===== src/design/alpha_blend_pixel_merge_macros.svh =====
// Assertion macros for the alpha blend pixel merge block
`ifndef ALPHA_BLEND_PIXEL_MERGE_MACROS_SVH
`define ALPHA_BLEND_PIXEL_MERGE_MACROS_SVH
`ifndef SYNTHESIS
// clocked check on clk, off while rst_n is low
`define ABPM_ASSERT(lbl, prop, msg) \
    lbl: assert property (@(posedge clk) disable iff (!rst_n) (prop)) else $error(msg);
// clocked check on clk that also holds during reset
`define ABPM_ASSERT_ALWAYS(lbl, prop, msg) \
    lbl: assert property (@(posedge clk) (prop)) else $error(msg);
`else
`define ABPM_ASSERT(lbl, prop, msg)
`define ABPM_ASSERT_ALWAYS(lbl, prop, msg)
`endif
`endif


===== src/design/abpm_pkg.sv =====
// Package: payload types, register indexes and arithmetic helpers for the blend block
`timescale 1ns / 1ps
`default_nettype none
package abpm_pkg;

    localparam int SRC_W  = 8;
    localparam int COMP_W = 10;
    localparam int PROD_W = 18;
    localparam int IDX_W  = 3;
    localparam int DATA_W = 8;

    localparam logic [IDX_W-1:0] REG_GLOBAL_ALPHA = 3'd0;
    localparam logic [IDX_W-1:0] REG_CONVERT_MODE = 3'd1;
    localparam logic [IDX_W-1:0] REG_FIRST_DROP   = 3'd2;
    localparam logic [IDX_W-1:0] REG_SECOND_DROP  = 3'd3;
    localparam logic [IDX_W-1:0] REG_THIRD_DROP   = 3'd4;

    localparam logic [SRC_W-1:0] FULL_ALPHA = 8'd255;

    typedef enum logic [1:0] {
        CONV_NONE  = 2'd0,
        CONV_TO_9  = 2'd1,
        CONV_TO_10 = 2'd2,
        CONV_SHIFT = 2'd3
    } conv_mode_t;

    typedef struct packed {
        logic [7:0] src_first;
        logic [7:0] src_second;
        logic [7:0] src_third;
        logic [7:0] src_alpha;
        logic [9:0] dst_first;
        logic [9:0] dst_second;
        logic [9:0] dst_third;
        logic       chroma_site;
    } in_t;

    typedef struct packed {
        logic [9:0] out_first;
        logic [9:0] out_second;
        logic [9:0] out_third;
        logic       merged;
    } out_t;

    typedef struct packed {
        logic mul_en;
        logic sum_en;
    } lane_ctl_t;

    // ((v >> 8) + v + 1) >> 8 on the 16-bit alpha product
    function automatic logic [SRC_W-1:0] div255_alpha(input logic [15:0] v);
        logic [16:0] t;
        begin
            t = 17'(v >> 8) + 17'(v) + 17'd1;
            div255_alpha = t[15:8];
        end
    endfunction

    // p*511/255 = 2p + (p == 255); p*1023/255 = 4p + floor(3p/255)
    function automatic logic [COMP_W-1:0] convert_comp(
        input conv_mode_t       mode,
        input logic [SRC_W-1:0] p,
        input logic [2:0]       drop
    );
        logic [1:0] thirds;
        begin
            if (p == 8'd255) begin
                thirds = 2'd3;
            end else if (p >= 8'd170) begin
                thirds = 2'd2;
            end else if (p >= 8'd85) begin
                thirds = 2'd1;
            end else begin
                thirds = 2'd0;
            end
            case (mode)
                CONV_TO_9:  convert_comp = 10'({p, 1'b0}) + 10'(p == 8'd255);
                CONV_TO_10: convert_comp = {p, 2'b00} + 10'(thirds);
                CONV_SHIFT: convert_comp = 10'(p >> drop);
                default:    convert_comp = 10'(p);
            endcase
        end
    endfunction

endpackage
`default_nettype wire


===== src/design/abpm_lane.sv =====
// One component blend lane: multiply stage, then sum and divide-by-255 stage
`timescale 1ns / 1ps
`default_nettype none
module abpm_lane (
    input  wire logic                          clk,
    input  wire abpm_pkg::lane_ctl_t           ctl,
    input  wire logic [abpm_pkg::SRC_W-1:0]    alpha,
    input  wire logic [abpm_pkg::COMP_W-1:0]   src,
    input  wire logic [abpm_pkg::COMP_W-1:0]   dst,
    input  wire logic                          pass,
    output logic      [abpm_pkg::COMP_W-1:0]   result
);

    logic [abpm_pkg::PROD_W-1:0] keep_prod_reg;
    logic [abpm_pkg::PROD_W-1:0] src_prod_reg;
    logic [abpm_pkg::COMP_W-1:0] dst_reg;
    logic                        pass_reg;
    logic [abpm_pkg::COMP_W-1:0] result_reg;
    logic [abpm_pkg::COMP_W-1:0] result_next;
    logic [abpm_pkg::SRC_W-1:0]  inv_alpha;
    logic [19:0]                 sum;
    logic [19:0]                 rounded;

    assign inv_alpha = abpm_pkg::FULL_ALPHA - alpha;

    always_ff @(posedge clk)
    begin
        if (ctl.mul_en)
        begin
            keep_prod_reg <= 18'(inv_alpha) * 18'(dst);
            src_prod_reg  <= 18'(alpha) * 18'(src);
            dst_reg       <= dst;
            pass_reg      <= pass;
        end
    end

    always_comb
    begin
        sum     = 20'(keep_prod_reg) + 20'(src_prod_reg);
        rounded = (sum >> 8) + sum + 20'd1;
        result_next = pass_reg ? dst_reg : rounded[17:8];
    end

    always_ff @(posedge clk)
    begin
        if (ctl.sum_en)
        begin
            result_reg <= result_next;
        end
    end

    assign result = result_reg;

endmodule
`default_nettype wire


===== src/design/alpha_blend_pixel_merge.sv =====
// Throughput: one pixel per cycle while out_stall does not hold the pipeline; four
// register stages (alpha product, alpha divide, component multiply, sum and divide)
// advance under one stall chain.
// Reset empties the pipeline and returns the registers to their defaults
// (global_alpha 255, no conversion, zero drops).
`timescale 1ns / 1ps
`default_nettype none
`include "alpha_blend_pixel_merge_macros.svh"
module alpha_blend_pixel_merge (
    input  wire logic                          clk,
    input  wire logic                          rst_n,
    input  wire logic                          in_valid,
    output logic                               in_stall,
    input  wire abpm_pkg::in_t                 in_data,
    output logic                               out_valid,
    input  wire logic                          out_stall,
    output abpm_pkg::out_t                     out_data,
    input  wire logic                          cfg_we,
    input  wire logic [abpm_pkg::IDX_W-1:0]    cfg_index,
    input  wire logic [abpm_pkg::DATA_W-1:0]   cfg_data
);

    logic [7:0]           global_alpha_reg;
    abpm_pkg::conv_mode_t convert_mode_reg;
    logic [2:0]           first_drop_reg;
    logic [2:0]           second_drop_reg;
    logic [2:0]           third_drop_reg;

    logic en1, en2, en3, en4;
    logic v1_reg, v2_reg, v3_reg, out_valid_reg;

    logic [15:0]                  s1_prod_reg;
    logic [abpm_pkg::COMP_W-1:0]  s1_src_reg [3];
    logic [abpm_pkg::COMP_W-1:0]  s1_dst_reg [3];
    logic                         s1_chroma_reg;

    logic [abpm_pkg::SRC_W-1:0]   s2_alpha_reg;
    logic [abpm_pkg::COMP_W-1:0]  s2_src_reg [3];
    logic [abpm_pkg::COMP_W-1:0]  s2_dst_reg [3];
    logic                         s2_chroma_reg;

    logic s3_merged_reg;
    logic out_merged_reg;

    abpm_pkg::lane_ctl_t         lane_ctl;
    logic [abpm_pkg::COMP_W-1:0] lane_result [3];
    logic                        lane_pass   [3];

    // config
    always_ff @(posedge clk or negedge rst_n)
    begin
        if (!rst_n)
        begin
            global_alpha_reg <= abpm_pkg::FULL_ALPHA;
            convert_mode_reg <= abpm_pkg::CONV_NONE;
            first_drop_reg   <= 3'd0;
            second_drop_reg  <= 3'd0;
            third_drop_reg   <= 3'd0;
        end
        else if (cfg_we)
        begin
            unique case (cfg_index)
                abpm_pkg::REG_GLOBAL_ALPHA: global_alpha_reg <= cfg_data;
                abpm_pkg::REG_CONVERT_MODE:
                    convert_mode_reg <= abpm_pkg::conv_mode_t'(cfg_data[1:0]);
                abpm_pkg::REG_FIRST_DROP:   first_drop_reg  <= cfg_data[2:0];
                abpm_pkg::REG_SECOND_DROP:  second_drop_reg <= cfg_data[2:0];
                abpm_pkg::REG_THIRD_DROP:   third_drop_reg  <= cfg_data[2:0];
                default: ;
            endcase
        end
    end

    // stall chain: a stage moves when it is empty or the next one moves
    assign en4 = !out_valid_reg || !out_stall;
    assign en3 = !v3_reg || en4;
    assign en2 = !v2_reg || en3;
    assign en1 = !v1_reg || en2;
    assign in_stall = !en1;

    always_ff @(posedge clk or negedge rst_n)
    begin
        if (!rst_n)
        begin
            v1_reg        <= 1'b0;
            v2_reg        <= 1'b0;
            v3_reg        <= 1'b0;
            out_valid_reg <= 1'b0;
        end
        else
        begin
            if (en1) v1_reg <= in_valid;
            if (en2) v2_reg <= v1_reg;
            if (en3) v3_reg <= v2_reg;
            if (en4) out_valid_reg <= v3_reg;
        end
    end

    // stage 1: alpha product and source conversion
    always_ff @(posedge clk)
    begin
        if (en1 && in_valid)
        begin
            s1_prod_reg   <= 16'(global_alpha_reg) * 16'(in_data.src_alpha);
            s1_src_reg[0] <= abpm_pkg::convert_comp(convert_mode_reg, in_data.src_first,
                                                    first_drop_reg);
            s1_src_reg[1] <= abpm_pkg::convert_comp(convert_mode_reg, in_data.src_second,
                                                    second_drop_reg);
            s1_src_reg[2] <= abpm_pkg::convert_comp(convert_mode_reg, in_data.src_third,
                                                    third_drop_reg);
            s1_dst_reg[0] <= in_data.dst_first;
            s1_dst_reg[1] <= in_data.dst_second;
            s1_dst_reg[2] <= in_data.dst_third;
            s1_chroma_reg <= in_data.chroma_site;
        end
    end

    // stage 2: effective alpha
    always_ff @(posedge clk)
    begin
        if (en2 && v1_reg)
        begin
            s2_alpha_reg  <= abpm_pkg::div255_alpha(s1_prod_reg);
            s2_src_reg    <= s1_src_reg;
            s2_dst_reg    <= s1_dst_reg;
            s2_chroma_reg <= s1_chroma_reg;
        end
    end

    // stages 3 and 4: per-component lanes
    assign lane_ctl.mul_en = en3 && v2_reg;
    assign lane_ctl.sum_en = en4 && v3_reg;

    assign lane_pass[0] = (s2_alpha_reg == '0);
    assign lane_pass[1] = (s2_alpha_reg == '0) || !s2_chroma_reg;
    assign lane_pass[2] = (s2_alpha_reg == '0) || !s2_chroma_reg;

    for (genvar i = 0; i < 3; i++)
    begin : g_lane
        abpm_lane u_lane (
            .clk    (clk),
            .ctl    (lane_ctl),
            .alpha  (s2_alpha_reg),
            .src    (s2_src_reg[i]),
            .dst    (s2_dst_reg[i]),
            .pass   (lane_pass[i]),
            .result (lane_result[i])
        );
    end

    always_ff @(posedge clk)
    begin
        if (lane_ctl.mul_en)
        begin
            s3_merged_reg <= (s2_alpha_reg != '0);
        end
        if (lane_ctl.sum_en)
        begin
            out_merged_reg <= s3_merged_reg;
        end
    end

    assign out_valid           = out_valid_reg;
    assign out_data.out_first  = lane_result[0];
    assign out_data.out_second = lane_result[1];
    assign out_data.out_third  = lane_result[2];
    assign out_data.merged     = out_merged_reg;

    `ABPM_ASSERT_ALWAYS(a_stall_only_when_full, in_stall |-> v1_reg, "input stalled with stage 1 empty")
    `ABPM_ASSERT(a_out_loaded, (v3_reg && en4) |=> out_valid, "stage 3 item not delivered to output")
    `ABPM_ASSERT(a_full_pipe_stalls, (out_stall && out_valid && v3_reg && v2_reg && v1_reg) |-> in_stall, "full pipeline took a transfer while stalled")

endmodule
`default_nettype wire

===== config.mk =====
export PLATFORM = sky130hd
export DESIGN_NAME = alpha_blend_pixel_merge
export DESIGN_NICKNAME = d
export VERILOG_FILES = /design/src/design/abpm_pkg.sv /design/src/design/abpm_lane.sv /design/src/design/alpha_blend_pixel_merge.sv
export VERILOG_INCLUDE_DIRS = /design/src /design/src/design
export SDC_FILE = /design/constraint.sdc
export NUM_CORES = 2
export LEC_CHECK = 0
export ABC_AREA = 0
export ABC_CLOCK_PERIOD_IN_PS = 14100
export BUFFER_PORTS_ARGS = -buffer_cell sky130_fd_sc_hd__buf_2
export CORE_MARGIN = 5
export CORE_UTILIZATION = 40
export DETAILED_ROUTE_END_ITERATION = 12
export PLACE_DENSITY = 0.53
export SETUP_SLACK_MARGIN = 0.2
export SYNTH_ARGS = -nofsm -noshare
export SYNTH_HDL_FRONTEND = slang
export SYNTH_SLANG_ARGS = --single-unit

===== constraint.sdc =====
create_clock -name clk -period 14.1 [get_ports clk]
set_clock_uncertainty 0.1 [all_clocks]
set_input_delay 3.525 -clock clk [delete_from_list [all_inputs] [get_ports clk]]
set_output_delay 3.525 -clock clk [all_outputs]
set_load 0.02 [all_outputs]

==> flow_metrics.py <==
metrics = {
    "critical_path": {
        "rr_endpoint": "g_lane[0].u_lane.src_prod_reg[17]",
        "critPathMaxStageDelay_ns": 0.27,
        "cp_common_cell": "buf_2",
        "crit_buf_inv": 3,
        "crit_path_max_fanout": 4,
        "reg2regPathDepth": 19,
        "startpoint_type": "input port",
        "cp_data_required_time_ns": 10.47,
        "worstReg2RegStart": "s2_alpha_reg[5]",
        "end_kind": "output pin",
        "cpLargestDelayFamily": "simple AND/OR/NAND/NOR gates",
        "cp.arrival_ns": 4.30,
        "r2r_setup_slack_ns": 8.15,
        "path_class": "in -> out",
        "worstPathCellList": "buf_2 > and3_1 > nand3_1 > inv_1 > buf_2",
        "crit_slowest_cell": "and3_1",
    },
    "route": {
        "ant_nets": 0,
        "drt-pass1-iter-count": 5,
        "top_layer": "met5",
        "drcViolationCount": 0,
        "vias_per_cell": 5.14,
        "dr.first_iter.drc_count": 988,
        "met1_length_microns": 33500,
        "wl_met3_microns": 3230,
        "routed_wl_microns": 75100,
        "wl_met2_microns": 37100,
        "vias": 22700,
        "wl_per_cell_microns": 17.0,
    },
    "min_path": {
        "hp-start": "s1_src_reg[27]",
        "holdPathEnd": "s2_src_reg[27]",
        "worstHoldPathCells": 0,
        "hold_path.class": "reg -> reg",
    },
    "clock_network": {
        "clockRootBuffer": "clkbuf_16",
        "cts_tree": "yes",
        "clock-sinks": 341,
        "insertion_delay_ns": 0.58,
        "clkTransAtPathRegs_ns": 0.07,
        "cts_buffers": 42,
        "clk_path_buf_depth": 3,
        "post-cts-setup-buffer-count": 0,
        "htreeDepth": 2,
        "ctsHoldBuffers": 0,
        "post_cts_resize_count": 0,
    },
    "cells_and_area": {
        "utilization_pct": 44.0,
        "final_common_cell": "inv_1",
        "nets": 4063,
        "fin_cells": 4417,
        "final_cell_mix": "486 x inv_1, 355 x ha_1, 327 x fa_1",
        "multi_input_area_sq_um": 21300,
        "drive_gt1_share_pct": 8.40,
        "regArea_sq_um": 10100,
        "syn_to_final_growth_pct": 9.40,
        "nFillCells": 7902,
    },
    "synthesis": {
        "synth_warnings": 0,
        "syn_avg_cell_area_sq_um": 10.5,
        "synth_edf_count": 318,
        "ys_seq_area_share_pct": 30.2,
        "syn_inst": 3211,
        "syn_area_sq_um": 33600,
        "synth_seq_cells": 341,
        "synth_cell_types": 76,
        "syn-num-nets": 3972,
        "postSynth.asyncResetShare_pct": 6.74,
        "synth_ff_type": "edfxtp_1",
    },
    "sta": {
        "finalHoldViolCount": 0,
        "maxSlewViolCount": 0,
        "setup_viol": 0,
        "rsz0062_at_grt": "false",
        "finalSetupTns_ns": 0,
        "fin_crit_ns": 7.93,
        "final.period_utilization_pct": 56.2,
        "tightest_slew_ns": 1.14,
        "worst_slack_ns": 6.17,
        "maxSlewHeadroom_pct": 24.1,
        "fmax_mhz": 126,
    },
    "global_route": {
        "grt_max_degree": 78,
        "grt_pass1_wl_microns": 124000,
        "grt_pass1_vias": 24100,
        "grtUsageTotal_pct": 16.9,
        "grt-ovfl-total": 0,
        "antenna_found_initial": 8,
    },
    "placement": {
        "place_congestion": 0.858,
        "pre_cts_slack_ns": 6.00,
        "post-dp-hpwl_microns": 56500,
        "place_inst": 4338,
        "port_buffers": 111,
    },
    "floorplanning": {
        "die_w_microns": 300,
        "die_area_sq_um": 89800,
        "initial_utilization_pct": 40.2,
        "design.core.area_sq_um": 83400,
        "ioPinCount": 112,
        "num_rows": 106,
        "chipHeight_microns": 300,
    },
    "job": {
        "drv_cap": 0,
    },
    "run_status": {
        "status": "finished clean",
    },
}
[area by class of cell]
class | instances | area share, %
well taps | 1080 | 3.68
diodes | 3 | 0.0204
inverters | 486 | 4.97
clock buffers | 52 | 3.13
repair buffers | 129 | 1.88
multi-input cells | 2302 | 58.1
flip-flops and latches | 341 | 27.6
clock inverters | 24 | 0.647
[kinds of logic (layout without fill, tap and decap cells)]
logic type	count (synthesis)	in the layout	share of synthesized area, %
AOI/OAI and AO/OA	435	435	8.41
xor gates and xnor gates	143	143	3.73
adders and majority gates	682	682	32.7
buffers and inverters	568	691	6.37
DFF	341	341	30.2
muxes	56	56	2.42
other	0	3	0
and+or+nand+nor	986	986	16.1
[synthesized netlist by cell type, types with 14 or more instances]
cell | instances | area, sq um
a211oi_1 | 26 | 195
o21a_1 | 33 | 248
o21bai_1 | 15 | 113
mux4_2 | 18 | 405
inv_1 | 486 | 1820
nand3_1 | 17 | 85.1
a21o_1 | 26 | 195
a21oi_1 | 104 | 521
mux2_2 | 22 | 248
xnor2_1 | 105 | 920
o21ai_0 | 128 | 641
edfxtp_1 | 318 | 9550
fa_1 | 327 | 6550
xor2_1 | 38 | 333
dfrtp_1 | 15 | 375
ha_1 | 355 | 4440
clkbuf_1 | 78 | 293
nand2b_1 | 52 | 325
nand4_1 | 15 | 93.8
and2_1 | 261 | 1630
and3_1 | 14 | 87.6
nor3_1 | 40 | 200
nor2b_1 | 250 | 1560
nor2_1 | 124 | 465
a21boi_0 | 16 | 120
nand2_1 | 169 | 634
mux2i_1 | 16 | 160
[metal layers]
metal,vias up,global-route usage [%]
li1,10800,-
met1,11300,22.4
met2,439,29.6
met3,88,2.22
met4,4,3.87
met5,-,0
[per-stage QoR]
| step | hold slack, ns | instance area, sq um |
|---|---|---|
| floorplan | 0.300 | 33600 |
| global placement | 0.305 | 35300 |
| detailed placement | 0.306 | 35300 |
| CTS | 0.304 | 36700 |
| global route | 0.321 | 36700 |
| finish | 0.312 | 36700 |
[worst max path at each step]
| stage | end | depth (start not counted) | slack (ns) | startpoint |
|---|---|---|---|---|
| final | in_stall | 5 | 6.17 | out_stall |
| after global routing | in_stall | 5 | 6.09 | out_stall |
| after CTS | in_stall | 5 | 6.18 | out_stall |
| after detailed placement | s1_prod_reg[13] | 19 | 6.00 | in_data[33] |
| after global placement | s1_prod_reg[13] | 19 | 5.98 | in_data[33] |
| after floorplan | g_lane[0].u_lane.dst_reg[0] | 2 | 3.38 | out_stall |
Power is not shown: default switching activity piles up to over one toggle a cycle in this logic, so the estimate is an artifact.
